$ cat src/design/ascii_command_interpreter_macros.svh
// Assertion macros used by the command interpreter top level.
`ifndef ASCII_COMMAND_INTERPRETER_MACROS_SVH
`define ASCII_COMMAND_INTERPRETER_MACROS_SVH

// Consequent must hold in the same cycle as the antecedent.
`define ACI_ASSERT_NOW(label, clk, rst, ante, cons, msg) \
   label: assert property (@(posedge clk) disable iff (rst) (ante) |-> (cons)) \
      else $error(msg);

// Consequent must hold in the cycle after the antecedent.
`define ACI_ASSERT_NEXT(label, clk, rst, ante, cons, msg) \
   label: assert property (@(posedge clk) disable iff (rst) (ante) |=> (cons)) \
      else $error(msg);

`endif

$ cat src/design/aci_pkg.sv
// Types, constants and keyword tables of the ASCII command interpreter.
`timescale 1ns / 1ps

package aci_pkg;

   localparam int MaxMsgLen = 1024;
   localparam int PosW      = $clog2(MaxMsgLen + 1);
   localparam int NumKeys   = 6;
   localparam int KeyW      = 7;
   localparam int PeriodW   = 12;
   localparam int DataW     = 32;
   localparam int AddrW     = 3;

   localparam logic [PeriodW-1:0] PeriodLimit = 12'd3600;
   localparam logic [PeriodW-1:0] DigitSat    = 12'd4095;
   localparam logic [PeriodW-1:0] PeriodOne   = 12'd1;

   localparam logic [2:0] CmdOff     = 3'd0;
   localparam logic [2:0] CmdStart   = 3'd1;
   localparam logic [2:0] CmdStop    = 3'd2;
   localparam logic [2:0] CmdPeriod  = 3'd3;
   localparam logic [2:0] CmdScale   = 3'd4;
   localparam logic [2:0] CmdDisp    = 3'd5;
   localparam logic [2:0] CmdUnknown = 3'd6;

   localparam int KeyOff    = 0;
   localparam int KeyStart  = 1;
   localparam int KeyStop   = 2;
   localparam int KeyPeriod = 3;
   localparam int KeyScale  = 4;
   localparam int KeyDisp   = 5;

   localparam logic RegMinPeriod = 1'b0;
   localparam logic RegMaxPeriod = 1'b1;

   localparam logic [7:0] CharNul  = 8'h00;
   localparam logic [7:0] CharZero = "0";
   localparam logic [7:0] CharNine = "9";
   localparam logic [7:0] CharF    = "F";
   localparam logic [7:0] CharC    = "C";
   localparam logic [7:0] CharY    = "Y";
   localparam logic [7:0] CharN    = "N";

   localparam logic [PosW-1:0] PosCharFive  = PosW'(5);
   localparam logic [PosW-1:0] PosCharSix   = PosW'(6);
   localparam logic [PosW-1:0] PosDigits    = PosW'(7);
   localparam logic [PosW-1:0] PosLimit     = PosW'(MaxMsgLen);

   localparam logic [7:0] KeyText [NumKeys][KeyW] = '{
      '{"O", "F", "F", CharNul, CharNul, CharNul, CharNul},
      '{"S", "T", "A", "R", "T", CharNul, CharNul},
      '{"S", "T", "O", "P", CharNul, CharNul, CharNul},
      '{"P", "E", "R", "I", "O", "D", "="},
      '{"S", "C", "A", "L", "E", "=", CharNul},
      '{"D", "I", "S", "P", " ", CharNul, CharNul}
   };

   localparam logic [2:0] KeyLen [NumKeys] = '{3'd3, 3'd5, 3'd4, 3'd7, 3'd6, 3'd5};

   typedef struct packed {
      logic [PosW-1:0]    len;
      logic [NumKeys-1:0] key_hits;
      logic               all_digits;
      logic [PeriodW-1:0] digit_value;
      logic [7:0]         char_five;
      logic [7:0]         char_six;
   } scan_type;

   typedef struct packed {
      logic [2:0]         command;
      logic               invalid;
      logic               power_off;
      logic               sending;
      logic               celsius;
      logic [PeriodW-1:0] report_period;
      logic               display_on;
   } rsp_type;

endpackage

$ cat src/design/aci_msg_scan.sv
// Per-message byte scanner: keyword matching, digit accumulation and length.
`timescale 1ns / 1ps

module aci_msg_scan (
   input  logic              clock,
   input  logic              reset,
   input  logic              step,
   input  logic              clear,
   input  logic [7:0]        data_byte,
   output aci_pkg::scan_type scan_next
);
   import aci_pkg::*;

   logic [PosW-1:0]    pos_ff, pos_in;
   logic [NumKeys-1:0] matches_ff, matches_in;
   logic               all_digits_ff, all_digits_in;
   logic [PeriodW-1:0] digit_ff, digit_in;
   logic               ended_ff, ended_in;
   logic [7:0]         char_five_ff, char_five_in;
   logic [7:0]         char_six_ff, char_six_in;
   logic [PeriodW+3:0] digit_wide;
   logic [7:0]         digit_sub;

   assign digit_sub  = data_byte - CharZero;
   assign digit_wide = ({4'b0, digit_ff} << 3) + ({4'b0, digit_ff} << 1)
                       + (PeriodW+4)'(digit_sub[3:0]);

   always_comb begin
      pos_in        = pos_ff;
      matches_in    = matches_ff;
      all_digits_in = all_digits_ff;
      digit_in      = digit_ff;
      ended_in      = ended_ff;
      char_five_in  = char_five_ff;
      char_six_in   = char_six_ff;
      if (step && !ended_ff && (pos_ff < PosLimit)) begin
         if (data_byte == CharNul) begin
            ended_in = 1'b1;
         end else begin
            for (int k = 0; k < NumKeys; k++) begin
               if ((pos_ff < PosW'(KeyLen[k])) && (data_byte != KeyText[k][pos_ff[2:0]])) begin
                  matches_in[k] = 1'b0;
               end
            end
            if (pos_ff >= PosDigits) begin
               if ((data_byte >= CharZero) && (data_byte <= CharNine)) begin
                  if (digit_wide > (PeriodW+4)'(DigitSat)) begin
                     digit_in = DigitSat;
                  end else begin
                     digit_in = digit_wide[PeriodW-1:0];
                  end
               end else begin
                  all_digits_in = 1'b0;
               end
            end
            if (pos_ff == PosCharFive) begin
               char_five_in = data_byte;
            end
            if (pos_ff == PosCharSix) begin
               char_six_in = data_byte;
            end
            pos_in = pos_ff + PosW'(1);
         end
      end
   end

   always_ff @(posedge clock) begin
      if (reset || clear) begin
         pos_ff        <= '0;
         matches_ff    <= '1;
         all_digits_ff <= 1'b1;
         digit_ff      <= '0;
         ended_ff      <= 1'b0;
         char_five_ff  <= '0;
         char_six_ff   <= '0;
      end else if (step) begin
         pos_ff        <= pos_in;
         matches_ff    <= matches_in;
         all_digits_ff <= all_digits_in;
         digit_ff      <= digit_in;
         ended_ff      <= ended_in;
         char_five_ff  <= char_five_in;
         char_six_ff   <= char_six_in;
      end
   end

   assign scan_next.len         = pos_in;
   assign scan_next.key_hits    = matches_in;
   assign scan_next.all_digits  = all_digits_in;
   assign scan_next.digit_value = digit_in;
   assign scan_next.char_five   = char_five_in;
   assign scan_next.char_six    = char_six_in;

endmodule

$ cat src/design/ascii_command_interpreter.sv
// Top level of the ASCII command interpreter with settings, APB registers and result buffer.
`timescale 1ns / 1ps

// The block takes one message byte per cycle while req_stall is low; the result
// of a message is offered at the earliest in the cycle after its last byte is
// taken. Each byte is scanned and, on the last byte, the command is decoded in a
// single pass between the scanner registers and a two-entry result buffer; req_stall
// rises only when the spare entry of that buffer is occupied. After an OFF command
// every further byte is taken and dropped, and no result appears until reset.
`include "ascii_command_interpreter_macros.svh"

module ascii_command_interpreter (
   input  logic                         clock,
   input  logic                         reset,
   input  logic                         req_valid,
   output logic                         req_stall,
   input  logic [7:0]                   req_data_byte,
   input  logic                         req_last_byte,
   output logic                         rsp_valid,
   input  logic                         rsp_stall,
   output logic [2:0]                   rsp_command,
   output logic                         rsp_invalid,
   output logic                         rsp_power_off,
   output logic                         rsp_sending,
   output logic                         rsp_celsius,
   output logic [aci_pkg::PeriodW-1:0]  rsp_report_period,
   output logic                         rsp_display_on,
   input  logic                         psel,
   input  logic                         penable,
   input  logic                         pwrite,
   input  logic [aci_pkg::AddrW-1:0]    paddr,
   input  logic [aci_pkg::DataW-1:0]    pwdata,
   output logic [aci_pkg::DataW-1:0]    prdata,
   output logic                         pready
);
   import aci_pkg::*;

   logic [PeriodW-1:0] min_period_ff, max_period_ff;
   logic               off_ff, off_in;
   logic               send_ff, send_in;
   logic               scale_ff, scale_in;
   logic [PeriodW-1:0] period_ff, period_in;
   logic               disp_ff, disp_in;
   logic               main_valid_ff, skid_valid_ff;
   rsp_type            main_ff, skid_ff;
   rsp_type            result;
   scan_type           scan_next;
   logic               accept, step, push, pop, wr_en, period_ok;
   logic [2:0]         cmd;
   logic               bad;

   assign pready    = 1'b1;
   assign wr_en     = psel && penable && pwrite && pready;
   assign prdata    = (paddr[2] == RegMaxPeriod) ? DataW'(max_period_ff) : DataW'(min_period_ff);

   assign req_stall = skid_valid_ff;
   assign accept    = req_valid && !req_stall;
   assign step      = accept && !off_ff;
   assign push      = step && req_last_byte;
   assign pop       = main_valid_ff && !rsp_stall;

   aci_msg_scan u_scan (
      .clock     (clock),
      .reset     (reset),
      .step      (step),
      .clear     (push),
      .data_byte (req_data_byte),
      .scan_next (scan_next)
   );

   assign period_ok = scan_next.all_digits
                      && (scan_next.digit_value >= PeriodOne)
                      && (scan_next.digit_value <= PeriodLimit)
                      && (scan_next.digit_value >= min_period_ff)
                      && (scan_next.digit_value <= max_period_ff);

   always_comb begin
      cmd       = CmdUnknown;
      bad       = 1'b1;
      off_in    = off_ff;
      send_in   = send_ff;
      scale_in  = scale_ff;
      period_in = period_ff;
      disp_in   = disp_ff;
      if (scan_next.key_hits[KeyOff] && (scan_next.len == PosW'(KeyLen[KeyOff]))) begin
         cmd    = CmdOff;
         bad    = 1'b0;
         off_in = 1'b1;
      end else if (scan_next.key_hits[KeyStart]
                   && (scan_next.len == PosW'(KeyLen[KeyStart]))) begin
         cmd     = CmdStart;
         bad     = 1'b0;
         send_in = 1'b1;
      end else if (scan_next.key_hits[KeyStop]
                   && (scan_next.len == PosW'(KeyLen[KeyStop]))) begin
         cmd     = CmdStop;
         bad     = 1'b0;
         send_in = 1'b0;
      end else if (scan_next.key_hits[KeyPeriod]
                   && (scan_next.len >= PosW'(KeyLen[KeyPeriod]))) begin
         cmd = CmdPeriod;
         if (period_ok) begin
            bad       = 1'b0;
            period_in = scan_next.digit_value;
         end
      end else if (scan_next.key_hits[KeyScale]
                   && (scan_next.len >= PosW'(KeyLen[KeyScale]))) begin
         cmd = CmdScale;
         if ((scan_next.len == PosDigits) && (scan_next.char_six == CharF)) begin
            bad      = 1'b0;
            scale_in = 1'b0;
         end else if ((scan_next.len == PosDigits) && (scan_next.char_six == CharC)) begin
            bad      = 1'b0;
            scale_in = 1'b1;
         end
      end else if (scan_next.key_hits[KeyDisp]
                   && (scan_next.len >= PosW'(KeyLen[KeyDisp]))) begin
         cmd = CmdDisp;
         if ((scan_next.len == PosCharSix) && (scan_next.char_five == CharY)) begin
            bad     = 1'b0;
            disp_in = 1'b1;
         end else if ((scan_next.len == PosCharSix) && (scan_next.char_five == CharN)) begin
            bad     = 1'b0;
            disp_in = 1'b0;
         end
      end
   end

   assign result.command       = cmd;
   assign result.invalid       = bad;
   assign result.power_off     = off_in;
   assign result.sending       = send_in;
   assign result.celsius       = scale_in;
   assign result.report_period = period_in;
   assign result.display_on    = disp_in;

   always_ff @(posedge clock) begin
      if (reset) begin
         min_period_ff <= PeriodOne;
         max_period_ff <= PeriodLimit;
      end else if (wr_en) begin
         unique case (paddr[2])
            RegMinPeriod: min_period_ff <= pwdata[PeriodW-1:0];
            RegMaxPeriod: max_period_ff <= pwdata[PeriodW-1:0];
            default: ;
         endcase
      end
   end

   always_ff @(posedge clock) begin
      if (reset) begin
         off_ff    <= 1'b0;
         send_ff   <= 1'b1;
         scale_ff  <= 1'b0;
         period_ff <= 12'd3;
         disp_ff   <= 1'b1;
      end else if (push) begin
         off_ff    <= off_in;
         send_ff   <= send_in;
         scale_ff  <= scale_in;
         period_ff <= period_in;
         disp_ff   <= disp_in;
      end
   end

   // The spare entry fills only while the main entry is held by the receiver.
   always_ff @(posedge clock) begin
      if (reset) begin
         main_valid_ff <= 1'b0;
         skid_valid_ff <= 1'b0;
      end else if (!main_valid_ff || pop) begin
         if (skid_valid_ff) begin
            main_valid_ff <= 1'b1;
            skid_valid_ff <= push;
         end else begin
            main_valid_ff <= push;
            skid_valid_ff <= 1'b0;
         end
      end else if (push) begin
         skid_valid_ff <= 1'b1;
      end
   end

   always_ff @(posedge clock) begin
      if (!main_valid_ff || pop) begin
         if (skid_valid_ff) begin
            main_ff <= skid_ff;
            skid_ff <= result;
         end else begin
            main_ff <= result;
         end
      end else if (push) begin
         skid_ff <= result;
      end
   end

   assign rsp_valid         = main_valid_ff;
   assign rsp_command       = main_ff.command;
   assign rsp_invalid       = main_ff.invalid;
   assign rsp_power_off     = main_ff.power_off;
   assign rsp_sending       = main_ff.sending;
   assign rsp_celsius       = main_ff.celsius;
   assign rsp_report_period = main_ff.report_period;
   assign rsp_display_on    = main_ff.display_on;

   `ACI_ASSERT_NOW(a_skid_needs_main, clock, reset, skid_valid_ff, main_valid_ff, "spare entry holds a result while the main entry is empty")
   `ACI_ASSERT_NOW(a_no_result_after_off, clock, reset, off_ff, !push, "result produced after power-off")
   `ACI_ASSERT_NEXT(a_off_sticks, clock, reset, off_ff, off_ff, "power-off flag cleared without reset")
   `ACI_ASSERT_NOW(a_off_cmd_flag, clock, reset, push && (result.command == CmdOff), result.power_off && !result.invalid, "OFF result without power-off flag")
   `ACI_ASSERT_NOW(a_period_nonzero, clock, reset, main_valid_ff, main_ff.report_period != '0, "reported period is zero")

endmodule

$ cat config.mk
export PLATFORM = sky130hd
export DESIGN_NAME = ascii_command_interpreter
export DESIGN_NICKNAME = d
export VERILOG_FILES = /design/src/design/aci_pkg.sv /design/src/design/aci_msg_scan.sv /design/src/design/ascii_command_interpreter.sv
export VERILOG_INCLUDE_DIRS = /design/src /design/src/design
export SDC_FILE = /design/constraint.sdc
export NUM_CORES = 1
export LEC_CHECK = 0
export BUFFER_PORTS_ARGS = -buffer_cell sky130_fd_sc_hd__clkbuf_2
export CORE_MARGIN = 2
export CORE_UTILIZATION = 60
export CTS_BUF_LIST = sky130_fd_sc_hd__clkbuf_4
export DETAILED_ROUTE_END_ITERATION = 12
export PLACE_DENSITY = 0.83
export SLEW_MARGIN = 20
export SYNTH_ARGS = -nofsm -noshare
export SYNTH_HDL_FRONTEND = slang
export SYNTH_SLANG_ARGS = --single-unit
$ cat constraint.sdc
create_clock -name clock -period 8.4 [get_ports clock]
set_input_delay 2.52 -clock clock [delete_from_list [all_inputs] [get_ports clock]]
set_output_delay 2.52 -clock clock [all_outputs]
set_load 0.1 [all_outputs]
Word-level counts from Yosys, hierarchy flattened
Memories as Yosys holds them, arrays and structs flattened. Cells that the tools add are included.

Bits in registers: 129. ROM bits: 384. Input port bits: 51. Output and inout bits: 55. Logic and storage cells: 207. Memories: 6.

Add/sub/neg operators: 4. Magnitude comparators: 18. Equal/unequal tests: 18. Muxes and demuxes: 87. Bitwise logic cells: 2. Reductions and logical operators: 42.

Memory list: (name not given) (depth 8, width 8, read ports 1, clocked after memory_dff 0, write ports 0, line aci_msg_scan.sv:41) `if ((pos_ff < PosW'(KeyLen[k])) && (data_byte != KeyText[k][pos_ff[2:0]])) begin`; (name not given) (depth 8, width 8, read ports 1, clocked after memory_dff 0, write ports 0, line aci_msg_scan.sv:41); (name not given) (depth 8, width 8, read ports 1, clocked after memory_dff 0, write ports 0, line aci_msg_scan.sv:41); (name not given) (depth 8, width 8, read ports 1, clocked after memory_dff 0, write ports 0, line aci_msg_scan.sv:41); (name not given) (depth 8, width 8, read ports 1, clocked after memory_dff 0, write ports 0, line aci_msg_scan.sv:41); (name not given) (depth 8, width 8, read ports 1, clocked after memory_dff 0, write ports 0, line aci_msg_scan.sv:41).

Operator list (number): $mux 8 (18); $mux 12 (11); $mux 20 (4); $eq 11x3->1 const B (6); $ne 8x8->1 (6); $ge 11x3->1 const B (4); $lt 11x3->1 const B (4); $mux 1 (44); $eq 8x7->1 const B (4); $logic_and 1x1->1 (29); $mux 11 (2); $add 15x13->16 (1); $add 16x4->16 (1); $gt 16x12->1 const B (1); $ge 12x1->1 const B (1); $ge 12x12->1 (1); $le 12x12->1 (1); $le 12x12->1 const B (1); $mux 3 (4); $mux 6 (2); $add 11x1->11 const B (1); $eq 11x2->1 const B (1); $lt 11x11->1 const B (1); $lt 11x2->1 const B (1); other kinds (14) (22).

Longest topological paths before layout
Gate-level depths: netlist of the first run.

Depth in word-level cells: 20. Gate-level depth with buffers: 25. Gate-level depth less buffers: 23.

By module
From an unflattened synthesis of the first run, not the netlist that was laid out.

Cells, all modules: 920. Area, all modules: 8331.7 sq um.

By module, submodules not included: ascii_command_interpreter (times used 1, cells an instance 510, area an instance 4744.6 sq um, seq. area each 2042.0 sq um); aci_msg_scan (times used 1, cells an instance 410, area an instance 3587.2 sq um, seq. area each 940.9 sq um).

Least setup slack after synthesis of the first run
No wires, ideal clock.

Path type: input to output. From: input port paddr[2] (netlist bit). To: output port prdata[11] (netlist bit). Arrival: 5.010 ns. Data required time: 5.880 ns. Path slack: 0.870 ns. Cell stages on the path: 3. Path buffers: 2. Path through: clkbuf_1 > clkbuf_1 > o21ai_0.

Longest elaborated chain between the ends: 1.

RTL lines: start: declaration (line ascii_command_interpreter.sv:31) `input logic [aci_pkg::AddrW-1:0] paddr,`; $mux 12 (line ascii_command_interpreter.sv:54) `assign prdata = (paddr[2] == RegMaxPeriod) ? DataW'(max_period_ff) : DataW'(min_period_ff);`; end: declaration (line ascii_command_interpreter.sv:33) `output logic [aci_pkg::DataW-1:0] prdata,`.

Every way passes these cells.

Worst setup path in the final report of the first run
From: input port req_data_byte[3]. To: register main_ff, in the netlist rsp_invalid (data pin).

Longest elaborated chain between the ends: 19. Elaborated cells between the ends (all ways): 86. Classes of those cells: add/sub: 2; order compare: 10; eq/ne: 15; mux: 37; reduce/logical: 22.

RTL lines: start: declaration (line ascii_command_interpreter.sv:17) `input logic [7:0] req_data_byte,`; $sub 4x1->4 (line aci_msg_scan.sv:24) `assign digit_sub = data_byte - CharZero;`; $add 16x4->16 (line aci_msg_scan.sv:26) `+ (PeriodW+4)'(digit_sub[3:0]);`; $gt 16x12->1 (line aci_msg_scan.sv:47) `if (digit_wide > (PeriodW+4)'(DigitSat)) begin`; $mux 12 (line aci_msg_scan.sv:47); $mux 12 (line aci_msg_scan.sv:46) `if ((data_byte >= CharZero) && (data_byte <= CharNine)) begin`; $mux 12 (line aci_msg_scan.sv:45) `if (pos_ff >= PosDigits) begin`; $mux 12 (line aci_msg_scan.sv:37) `if (data_byte == CharNul) begin`; $mux 12 (line aci_msg_scan.sv:36) `if (step && !ended_ff && (pos_ff < PosLimit)) begin`; [3 not listed]; $logic_and 1x1->1 (line ascii_command_interpreter.sv:74) `&& (scan_next.digit_value >= min_period_ff)`; $logic_and 1x1->1 (line ascii_command_interpreter.sv:75) `&& (scan_next.digit_value <= max_period_ff);`; $mux 1 (line ascii_command_interpreter.sv:102) `if (period_ok) begin`; $mux 1 (line ascii_command_interpreter.sv:99) `end else if (scan_next.key_hits[KeyPeriod]`; $mux 1 (line ascii_command_interpreter.sv:94) `end else if (scan_next.key_hits[KeyStop]`; $mux 1 (line ascii_command_interpreter.sv:89) `end else if (scan_next.key_hits[KeyStart]`; $mux 1 * (line ascii_command_interpreter.sv:85) `if (scan_next.key_hits[KeyOff] && (scan_next.len == PosW'(KeyLen[KeyOff]))) begin`; $mux 20 * (line ascii_command_interpreter.sv:186) `if (skid_valid_ff) begin`; end signal: assignment (line ascii_command_interpreter.sv:187) `main_ff <= skid_ff;`; end signal: assignment (line ascii_command_interpreter.sv:190) `main_ff <= result;`; end: declaration (line ascii_command_interpreter.sv:45) `rsp_type main_ff, skid_ff;`.

Every way passes the cells marked *; elsewhere a longest branch is shown, timed or not. A chain may end at the register's enable or synchronous reset.

==> impl_results.md, run 1 <==
- Number of flops mapped to enable cells by yosys: 40
- Port-buffer cells: 62
- Cell Area, Synth: 7950 sq um
- DRC: 0
- Unique masters post-synth: 79
- Most common cell after layout, fill and taps aside: nand2_1
- Switching share of power: 32.5%
- Fin crit period: 7.62 ns
- Total I/O pin count: 106
- Initial Util: 60.8%
- Final max-slew violation count: 0
- Max incr delay on CP: 0.53 ns
- Setup Viol. Count Final: 0
- Worst EP required: 8.75 ns
- Sequential Power Share: 52.9%
- Setup TNS: 0 ns
- Slew HR: 33.1%
- Core footprint: 13100 sq um
- Number of buffers created by CTS: 17
- Clock power share: 30.3%
- Worst r2r path cells: 22
- Internal Dissipation: 0.000842 W
- Fin crit share: 90.7%
- Via count: 7019
- CTS H-tree lvls: 4
- HP Class: flop to flop
- Most frequent cells in the layout: nand2_1 (107), dfxtp_1 (89), a21oi_1 (64)
- RePlAce Congestion: 0.908
- Hold-critical path depth: 2
- Lkg Pwr: 3.45 nW
- Kind of critical path: input port to flop
- Vias per inst: 6.02
- Vert. Die Dim: 119 um
- Hold buffers post-CTS: 0
- Count of mapped cells out of synthesis: 934
- Routed WL: 19.0 mm
- FP Rows: 42
- Cell type of the slowest stage on the worst timing path: fa_1
- FFs w/ async S/R, synth: 0%
- CP Cell Sequence: clkbuf_2 > fa_1 > fa_1 > a21o_1 > a221oi_2 > o211ai_1 > xnor2_1 > a31oi_1 > or2_2 > o22a_1 > inv_1 > ha_1 > nand2b_1 > a21o_1 > a21o_1 > a21o_1 > a21o_1 > a211oi_1 > o21ai_0 > a21oi_1 > or3_1 > nor2_1 > o41ai_2
- Die width: 119 um
- RSZ-0062 raised after global routing: no
- CP startpoint kind: input port
- First-pass GRT wire length: 31.5 mm
- Clock-pin slew on the worst setup and hold paths: 0.11 ns
- All-Layer GR Usage: 27.5%
- Hold Violations, Final: 0
- Worst Path Buf+Inv: 2
- Fmax: 131 MHz
- Vias in the first global route: 6484
- DRT iter0 DRCs: 656
- Post-route ant nets: 0
- Total setup buffers inserted after CTS: 0
- Area delta synth->final: 7.87%
- Most used DFF post-synth: dfxtp_1
- Ratio of cells with drive above 1 in the final layout: 13.8%
- Flops & latches, synth: 129
- Clk buf depth: 2
- CTS tree: done
- Drt wl/cell: 16.3 um
- Nets: 1085
- Cts repair resizes: 0
- Area after DPL: 8330 sq um
- CTS root buf: clkbuf_4
- Crit path depth: 23
- Initial antenna violation count: 0
- Delay-heaviest family, CP: compound AO/OA/AOI/OAI gates
- Logic pwr share: 16.8%
- Yosys warns: 0
- CP most frequent cell: a21o_1
- Antenna diode count: 0
- Die Area: 14200 sq um
- Critical Path Fanout Max: 5
- P_sw: 0.000406 W
- Number of fillers in the final layout: 1103
- Max_cap viols: 0
- Worst skew pair latency: 0.55 ns
- Clock Skews: 0.0247 ns
- Sequential share of the synthesized area: 37.5%
- Status: completed
- Crit. End Element: flop
- Largest net degree at the start of global routing: 36
- CTS sink cnt: 129
- Actual slew at the worst max-slew pin: 1.00 ns
- Final HPWL DP: 13.4 mm
- Drt pass-1 iters: 7
- WP data arrival: 7.97 ns
- Synth Area per Inst: 8.51 sq um
- VDD IR max: 0.0935 mV
- Power per cell area: 146 nW/um^2
- Fin area: 8580 sq um
- Global route total overflow: 0
[cells in the mapped netlist (16+ instances only)]
master / instances / area, sq um
inv_1: 45 / 169
clkbuf_1: 42 / 158
nand3_1: 33 / 165
o21ai_0: 53 / 265
xnor2_1: 17 / 149
nor2_1: 56 / 210
nor3_1: 17 / 85.1
o21ai_1: 30 / 150
nand2b_1: 16 / 100
edfxtp_1: 40 / 1200
ha_1: 54 / 676
dfxtp_1: 89 / 1780
nand2_1: 108 / 405
buf_4: 23 / 173
a21oi_1: 64 / 320
a31oi_1: 19 / 119
[registers in the layout (all words and copies together), names as in the netlist, 3 cells and up]
| register | cells |
|---|---|
| period_ff | 12 |
| min_period_ff | 12 |
| u_scan.digit_ff | 12 |
| rsp_report_period | 12 |
| u_scan.matches_ff | 6 |
| u_scan.char_five_ff | 8 |
| rsp_command | 3 |
| u_scan.char_six_ff | 8 |
| skid_ff | 20 |
| max_period_ff | 12 |
| u_scan.pos_ff | 11 |
[final cells by class]
| type | count | area (sq um) | area share (%) |
|---|---|---|---|
| well taps | 176 | 220 | 2.57 |
| flip-flops and latches | 129 | 2980 | 34.8 |
| inverters | 48 | 180 | 2.10 |
| clock inverters | 12 | 93.8 | 1.09 |
| multi-input cells | 701 | 4490 | 52.4 |
| repair buffers | 81 | 465 | 5.43 |
| clock buffers | 19 | 143 | 1.66 |
[power by group through the flow]
| stage | Combinational, W | Clock, W | Sequential, W |
|---|---|---|---|
| finish | 0.000209 | 0.000379 | 0.000660 |
| global route | 0.000222 | 0.000413 | 0.000662 |
| CTS | 0.000207 | 0.000382 | 0.000660 |
| detailed placement | 0.000206 | 0 | 0.000674 |
| global placement | 0.000204 | 0 | 0.000674 |
| floorplan | 0.000142 | 0 | 0.000707 |
[through the flow]
| stage | hold slack, ns | setup slack, ns | instances | util [%] | power, W |
|---|---|---|---|---|---|
| global route | 0.479 | 0.489 | 1166 | 65.5 | 0.00130 |
| floorplan | 0.429 | 0.870 | 953 | - | 0.000849 |
| detailed placement | 0.448 | 0.268 | 1135 | 63.7 | 0.000880 |
| CTS | 0.464 | 0.830 | 1166 | 65.5 | 0.00125 |
| finish | 0.464 | 0.781 | 1166 | 65.5 | 0.00125 |
| global placement | 0.438 | 0.339 | 1135 | 63.7 | 0.000878 |
[routing by layer]
layer  vias to the layer above  part of all wire (%)  global-route usage, %
li1                       3429                     -                      -
met5                         -                     0                      0
met1                      3251                    44                   37.0
met2                       302                    47                   43.6
met4                         0                   2.2                   9.52
met3                        37                   6.6                   6.42
[kinds of logic (layout without fill, tap and decap cells)]
group | count (synthesis) | in the layout | share of synthesized area, %
buffers and inverters | 123 | 160 | 7.10
and+or+nand+nor | 311 | 311 | 19.3
muxes | 21 | 21 | 2.75
xor gates and xnor gates | 30 | 30 | 3.30
AOI/OAI and AO/OA | 262 | 262 | 20.9
other | 2 | 21 | 0.0945
adders and majority gates | 56 | 56 | 9.00
DFF | 129 | 129 | 37.5
[tightest hold or removal path, stage by stage (launching register included)]
cell,delay [ns]
dfxtp_1,0.33
nand2_1,0.05
a21oi_1,0.05
[final timing paths]
path,endpoint,slack [ns],startpoint
max,rsp_invalid,0.78,req_data_byte[3]
min,min_period_ff[2],0.46,min_period_ff[2]
max reg2reg,rsp_invalid,2.48,u_scan.digit_ff[0]
min reg2reg,min_period_ff[2],0.46,min_period_ff[2]
No activity file was read; power rests on OpenSTA's default activity.
==> inputs of run 2 (changes only) <==
Settings changed: CORE_UTILIZATION 60 to 61, SYNTH_HIERARCHICAL set to 1.
==> run 2 against run 1 <==
Global-route usage decreased by 1.3 points. Cell count decreased by 1.4%. Register-to-register slack improved by 0.10 ns. Largest cell class unchanged. Design area increased by 4.5%. Largest power group unchanged. Setup slack improved by 0.14 ns. Highest routed layer unchanged. Critical endpoint is now skid_ff[9]. Clock skew decreased by 0.0021 ns.
==> impl_results.md, run 2 <==
- Most common cell after layout, fill and taps aside: dfxtp_1 (was nand2_1)
- Clock power share: 35.1% (was 30.3%)
- First-pass GRT wire length: 31.0 mm (was 31.5 mm)
- WP data arrival: 7.78 ns (was 7.97 ns)
- Largest net degree at the start of global routing: 51 (was 36)
- Cts repair resizes: 0 (unchanged)
- Met3 wire len: 883 um (was 1.25 mm)
- Nets: 1068 (was 1085)
- Power per cell area: 148 nW/um^2 (was 146 nW/um^2)
- Worst EP required: 8.70 ns (was 8.75 ns)
- DRT iter0 DRCs: 498 (was 656)
- Vias in the first global route: 6590 (was 6484)
- Fin crit period: 7.48 ns (was 7.62 ns)
- Final max-slew violation count: 0 (unchanged)
- Synth Area per Inst: 9.06 sq um (was 8.51 sq um)
- Top layer reached by signal wires: met4 (unchanged)
- Fin crit share: 89.1% (was 90.7%)
- Met1 wire length: 8.20 mm (was 8.45 mm)
- Largest Register: skid_ff (unchanged)
- Most used DFF post-synth: dfxtp_1 (unchanged)
- Yosys warns: 6 (was 0)
- CTS tree: done (unchanged)
- Internal Dissipation: 0.000932 W (was 0.000842 W)
- Lkg Pwr: 3.69 nW (was 3.45 nW)
- Hold buffers post-CTS: 0 (unchanged)
- Ratio of cells with drive above 1 in the final layout: 17.6% (was 13.8%)
- Logic pwr share: 15.3% (was 16.8%)
- CP Cell Sequence: clkbuf_2 > fa_1 > inv_1 > fa_1 > nor2b_4 > o31a_1 > o41ai_4 > mux2_2 > a2111oi_4 > buf_4 > a21oi_1 > ha_1 > nand4_1 > or3_1 > o32a_1 > a21oi_4 > and2_1 > buf_4 > mux2_2 (was clkbuf_2 > fa_1 > fa_1 > a21o_1 > a221oi_2 > o211ai_1 > xnor2_1 > a31oi_1 > or2_2 > o22a_1 > inv_1 > ha_1 > nand2b_1 > a21o_1 > a21o_1 > a21o_1 > a21o_1 > a211oi_1 > o21ai_0 > a21oi_1 > or3_1 > nor2_1 > o41ai_2)
- Worst Setup SP: req_data_byte[3] (unchanged)
- Total setup buffers inserted after CTS: 0 (unchanged)
- Initial antenna violation count: 0 (unchanged)
- Die width: 121 um (was 119 um)
- Reg2reg start: u_scan/digit_ff[11] (was u_scan.digit_ff[0])
- Final core utilization: 67.4% (was 65.5%)
- Vias per inst: 6.04 (was 6.02)
- Via count: 6941 (was 7019)
- P_sw: 0.000395 W (was 0.000406 W)
- Area after DPL: 8650 sq um (was 8330 sq um)
- VDD IR max: 0.108 mV (was 0.0935 mV)
- CP startpoint kind: input port (unchanged)
- Count leader, synth: dfxtp_1 (was nand2_1)
- Port-buffer cells: 62 (unchanged)
- CTS H-tree lvls: 4 (unchanged)
- Cell Area, Synth: 8330 sq um (was 7950 sq um)
- Number of fillers in the final layout: 1075 (was 1103)
- Number of buffers created by CTS: 17 (unchanged)
- Post-route ant nets: 0 (unchanged)
- FP Rows: 42 (unchanged)
- CTS root buf: clkbuf_4 (unchanged)
- CTS sink cnt: 129 (unchanged)
- Critical Path Fanout Max: 26 (was 5)
- Vert. Die Dim: 121 um (was 119 um)
- Area delta synth->final: 7.55% (was 7.87%)
- Global route total overflow: 0 (unchanged)
- Sequential Power Share: 49.6% (was 52.9%)
- Unique masters post-synth: 84 (was 79)
- Delay-heaviest family, CP: compound AO/OA/AOI/OAI gates (unchanged)
- RSZ-0062 raised after global routing: no (unchanged)
- Antenna diode count: 0 (unchanged)
- Cell accounting for the most synthesized area: dfxtp_1 (unchanged)
- All-Layer GR Usage: 26.2% (was 27.5%)
- Routed WL: 18.6 mm (was 19.0 mm)
- Core footprint: 13300 sq um (was 13100 sq um)
- Max incr delay on CP: 0.50 ns (was 0.53 ns)
- Crit. End Element: flop (unchanged)
- Clk buf depth: 2 (unchanged)
- RePlAce Congestion: 0.868 (was 0.908)
- Worst skew pair latency: 0.54 ns (was 0.55 ns)
- Synth top cells by count: dfxtp_1 (89), a21oi_1 (80), nand2_1 (78) (was nand2_1 (108), dfxtp_1 (89), a21oi_1 (64))
- Initial Util: 62.7% (was 60.8%)
- Clock-pin slew on the worst setup and hold paths: 0.11 ns (about the same)
- Worst Path Buf+Inv: 4 (was 2)
- Total I/O pin count: 106 (unchanged)
- Max reg flops: 20 (unchanged)
- Drt wl/cell: 16.1 um (was 16.3 um)
- Setup TNS: 0 ns (unchanged)
- Clock Skews: 0.0226 ns (was 0.0247 ns)
- Fmax: 134 MHz (was 131 MHz)
- Top post-synthesis cells by area: dfxtp_1 (21%), edfxtp_1 (14%), ha_1 (8.1%) (was dfxtp_1 (22%), edfxtp_1 (15%), ha_1 (8.5%))
- Actual slew at the worst max-slew pin: 1.08 ns (was 1.00 ns)
- FFs w/ async S/R, synth: 0% (unchanged)
- Synth top area share: 21.4% (was 22.4%)
- Drt pass-1 iters: 5 (was 7)
- Most frequent cells in the layout: dfxtp_1 (89), a21oi_1 (80), nand2_1 (78) (was nand2_1 (107), dfxtp_1 (89), a21oi_1 (64))
- Fin area: 8960 sq um (was 8580 sq um)
- Min-delay src: min_period_ff[6] (was min_period_ff[2])
- Hold Violations, Final: 0 (unchanged)
- Setup Viol. Count Final: 0 (unchanged)
- Max_cap viols: 0 (unchanged)
- Number of flops mapped to enable cells by yosys: 40 (unchanged)
- Die Area: 14600 sq um (was 14200 sq um)
- HP Class: flop to flop (unchanged)
- Count of mapped cells out of synthesis: 920 (was 934)
- Status: completed (unchanged)
- Cell type of the slowest stage on the worst timing path: fa_1 (unchanged)
- Kind of critical path: input port to flop (unchanged)
- DRC: 0 (unchanged)
- Slew HR: 28.2% (was 33.1%)
- Sequential share of the synthesized area: 35.8% (was 37.5%)
- Met2 wire length: 8.96 mm (was 8.90 mm)
- Pwr Total: 0.00133 W (was 0.00125 W)
- Final HPWL DP: 12.8 mm (was 13.4 mm)
- Flops & latches, synth: 129 (unchanged)
- Switching share of power: 29.8% (was 32.5%)
[run 2: cell count changes in the layout (fill, tap and decap cells not counted), moves of 12 or more]
cell and change:
a211oi_1 +13, a31oi_1 -12, nand4_1 +12, a21oi_1 +16, o21ai_1 -30, nor2b_1 +31, nand3_1 -18, a221o_1 +12
nand2_1 -29, mux2_2 +24
[run 2: worst paths after layout]
kind	endpoint	slack, ns	depth (start not counted)
min	min_period_ff[6]	0.46	2
max reg2reg	skid_ff[9]	2.58	17
max	skid_ff[9]	0.92	19
min reg2reg	min_period_ff[6]	0.46	2
[run 2: power by group through the flow]
stage | registers [W] | logic [W] | clock network [W]
finish | 0.000658 | 0.000203 | 0.000465
global placement | 0.000672 | 0.000199 | 0
global route | 0.000660 | 0.000217 | 0.000498
detailed placement | 0.000672 | 0.000201 | 0
CTS | 0.000658 | 0.000202 | 0.000468
floorplan | 0.000700 | 0.000144 | 0
[run 2: final cells by class]
type / instances / area, sq um / share of cell area (%)
Tap cell: 176 / 220 / 2.46
Inverter: 48 / 180 / 2.01
Clock inverter: 13 / 168 / 1.87
Sequential cell: 129 / 2980 / 33.3
Multi-Input combinational cell: 687 / 4840 / 54.0
Timing Repair Buffer: 78 / 430 / 4.80
Clock buffer: 19 / 143 / 1.59
[run 2: through the flow]
step           setup WS (ns)  cells  hold slack (ns)
5_1_grt                0.764   1150            0.484
2_1_floorplan          0.870    939            0.431
3_3_place_gp           0.467   1118            0.441
4_1_cts                0.984   1150            0.463
3_5_place_dp           0.394   1118            0.448
6_report               0.919   1150            0.459
[run 2: cells by family after synthesis]
| kind of cell | count (synthesis) | share of synthesized area [%] |
|---|---|---|
| AOI/OAI and AO/OA | 244 | 20.2 |
| xor gates and xnor gates | 31 | 3.26 |
| adders and majority gates | 56 | 8.59 |
| buffers and inverters | 123 | 7.13 |
| DFF | 129 | 35.8 |
| muxes | 44 | 6.13 |
| other | 2 | 0.0901 |
| and+or+nand+nor | 291 | 18.8 |
[run 2: worst reg2reg max path, delay by kind of cell, from the launching register on]
family,cells,cell delay (ns)
AO/OA/AOI/OAI,6,2.01
flip-flops,1,0.45
adder cells (fa/ha/maj),3,0.91
multiplexers,2,0.76
buffers and inverters,2,0.57
AND/OR/NAND/NOR,4,0.89
[run 2: layer usage]
layer / up-vias / global-route usage (%)
met5: - / 0
met4: 0 / 12.4
met3: 49 / 5.50
met2: 201 / 43.0
met1: 3288 / 32.9
li1: 3403 / -
==> inputs of run 3 (changes only) <==
Settings changed: CORE_UTILIZATION 61 to 55, PLACE_DENSITY 0.83 to 0.76, TNS_END_PERCENT set to 1.
==> run 3 against run 2 <==
Via count shrank 1.5%. Routed wire length up 1.4%. Clock skew is 0.0046 ns lower. Cell count grew 0.96%. Critical path depth decreased by 1. Critical path type unchanged. Count of clock-buffer cells in the layout increased by 5.
==> impl_results.md, run 3 (same netlist as run 2, synthesis figures left out) <==
- Internal Dissipation: 0.000891 W (was 0.000932 W)
- Fin crit share: 89.7% (was 89.1%)
- Drt wl/cell: 16.2 um (was 16.1 um)
- P_sw: 0.000387 W (was 0.000395 W)
- CTS tree: done (unchanged)
- HP Class: flop to flop (unchanged)
- WP data arrival: 7.83 ns (was 7.78 ns)
- Via count: 6837 (was 6941)
- Sequential Power Share: 51.5% (was 49.6%)
- CTS H-tree lvls: 4 (unchanged)
- Power per cell area: 143 nW/um^2 (was 148 nW/um^2)
- Status: completed (unchanged)
- Fin crit period: 7.53 ns (was 7.48 ns)
- DRT iter0 DRCs: 706 (was 498)
- Worst EP required: 8.70 ns (about the same)
- Lkg Pwr: 3.69 nW (about the same)
- RSZ-0062 raised after global routing: no (unchanged)
- Cts repair resizes: 0 (unchanged)
- Post-route ant nets: 0 (unchanged)
- Number of fillers in the final layout: 1334 (was 1075)
- Final HPWL DP: 13.3 mm (was 12.8 mm)
- Kind of critical path: input port to flop (unchanged)
- Logic pwr share: 16.0% (was 15.3%)
- Clock-pin slew on the worst setup and hold paths: 0.11 ns (about the same)
- All-Layer GR Usage: 23.7% (was 26.2%)
- Largest Register: skid_ff (unchanged)
- Final max-slew violation count: 0 (unchanged)
- Total I/O pin count: 106 (unchanged)
- Slew HR: 35.0% (was 28.2%)
- DRC: 0 (unchanged)
- Vias per inst: 5.89 (was 6.04)
- Hold buffers post-CTS: 0 (unchanged)
- Fmax: 133 MHz (was 134 MHz)
- Die width: 127 um (was 121 um)
- Max_cap viols: 0 (unchanged)
- Vias in the first global route: 6393 (was 6590)
- Ratio of cells with drive above 1 in the final layout: 17.9% (was 17.6%)
- Drt pass-1 iters: 4 (was 5)
- Initial Util: 56.9% (was 62.7%)
- Max reg flops: 20 (unchanged)
- Core footprint: 14600 sq um (was 13300 sq um)
- CTS sink cnt: 129 (unchanged)
- RePlAce Congestion: 0.849 (was 0.868)
- Area of the multi-input gates: 4840 sq um (about the same)
- FP Rows: 44 (was 42)
- Number of buffers created by CTS: 17 (unchanged)
- Nets: 1069 (was 1068)
- Routed WL: 18.8 mm (was 18.6 mm)
- Vert. Die Dim: 127 um (was 121 um)
- Actual slew at the worst max-slew pin: 0.974 ns (was 1.08 ns)
- Critical Path Fanout Max: 23 (was 26)
- Switching share of power: 30.3% (was 29.8%)
- Most frequent cells in the layout: dfxtp_1 (89), a21oi_1 (80), nand2_1 (78) (unchanged)
- Setup TNS: 0 ns (unchanged)
- Area delta synth->final: 7.42% (was 7.55%)
- VDD IR max: 0.103 mV (was 0.108 mV)
- Total setup buffers inserted after CTS: 0 (unchanged)
- Setup Viol. Count Final: 0 (unchanged)
- Clock Skews: 0.0180 ns (was 0.0226 ns)
- Clock power share: 32.5% (was 35.1%)
- CP startpoint kind: input port (unchanged)
- Largest net degree at the start of global routing: 51 (unchanged)
- Global route total overflow: 0 (unchanged)
- Pwr Total: 0.00128 W (was 0.00133 W)
- Worst skew pair latency: 0.54 ns (about the same)
- Most common cell after layout, fill and taps aside: dfxtp_1 (unchanged)
- Port-buffer cells: 62 (unchanged)
- Hold Violations, Final: 0 (unchanged)
- Storage cell area: 2980 sq um (unchanged)
- CTS root buf: clkbuf_4 (unchanged)
- Crit. End Element: flop (unchanged)
- Die Area: 16100 sq um (was 14600 sq um)
- First-pass GRT wire length: 31.1 mm (was 31.0 mm)
- Initial antenna violation count: 1 (was 0)
- Clk buf depth: 2 (unchanged)
run 3: worst max-delay path, cell delays in order:
cell	delay, ns
clkbuf_2	0.10
fa_1	0.49
inv_1	0.09
fa_1	0.26
nor2b_4	0.05
o31a_1	0.29
o41ai_4	0.30
mux2_2	0.41
a2111oi_4	0.52
a21oi_1	0.41
ha_1	0.43
nand4_1	0.14
or3_1	0.39
o32a_1	0.41
a21oi_4	0.16
and2_1	0.13
buf_4	0.31
mux2_2	0.39
run 3: routing by layer:
| metal | vias to the layer above | track usage (%) | share of wire [%] |
|---|---|---|---|
| li1 | 3402 | - | - |
| met1 | 3218 | 31.6 | 46 |
| met2 | 195 | 38.6 | 48 |
| met3 | 22 | 4.10 | 4.9 |
| met4 | 0 | 9.18 | 1.7 |
| met5 | - | 0 | 0 |
run 3: per-stage QoR:
step | hold WS (ns) | utilization, % | setup slack [ns] | std cells | instance area [sq um]
6_report | 0.460 | 61.1 | 0.867 | 1161 | 8950
5_1_grt | 0.483 | 61.1 | 0.660 | 1161 | 8950
4_1_cts | 0.461 | 61.0 | 0.932 | 1159 | 8930
3_5_place_dp | 0.447 | 59.2 | 0.356 | 1127 | 8670
3_3_place_gp | 0.441 | 59.2 | 0.361 | 1127 | 8670
2_1_floorplan | 0.431 | - | 0.870 | 939 | 8400
run 3: area by class of cell:
cell class	instances	share of cell area, %
Clock inverter	8	0.993
Multi-Input combinational cell	687	54.1
Antenna cell	2	0.0559
Timing Repair Buffer	79	4.89
Inverter	48	2.01
Tap cell	184	2.57
Clock buffer	24	2.01
Sequential cell	129	33.3
run 3: power groups by stage:
stage	logic, W	clock network [W]	registers (W)
floorplan	0.000144	0	0.000700
global placement	0.000201	0	0.000672
detailed placement	0.000203	0	0.000672
CTS	0.000203	0.000422	0.000658
global route	0.000217	0.000453	0.000659
finish	0.000204	0.000415	0.000658
run 3: path summary, 6_finish.rpt:
path | cells past startpoint | endpoint | start | slack, ns
min reg2reg | 2 | min_period_ff[5] | min_period_ff[5] | 0.46
max | 18 | skid_ff[12] | req_data_byte[3] | 0.87
min | 2 | min_period_ff[5] | min_period_ff[5] | 0.46
max reg2reg | 17 | skid_ff[12] | u_scan/digit_ff[0] | 2.58
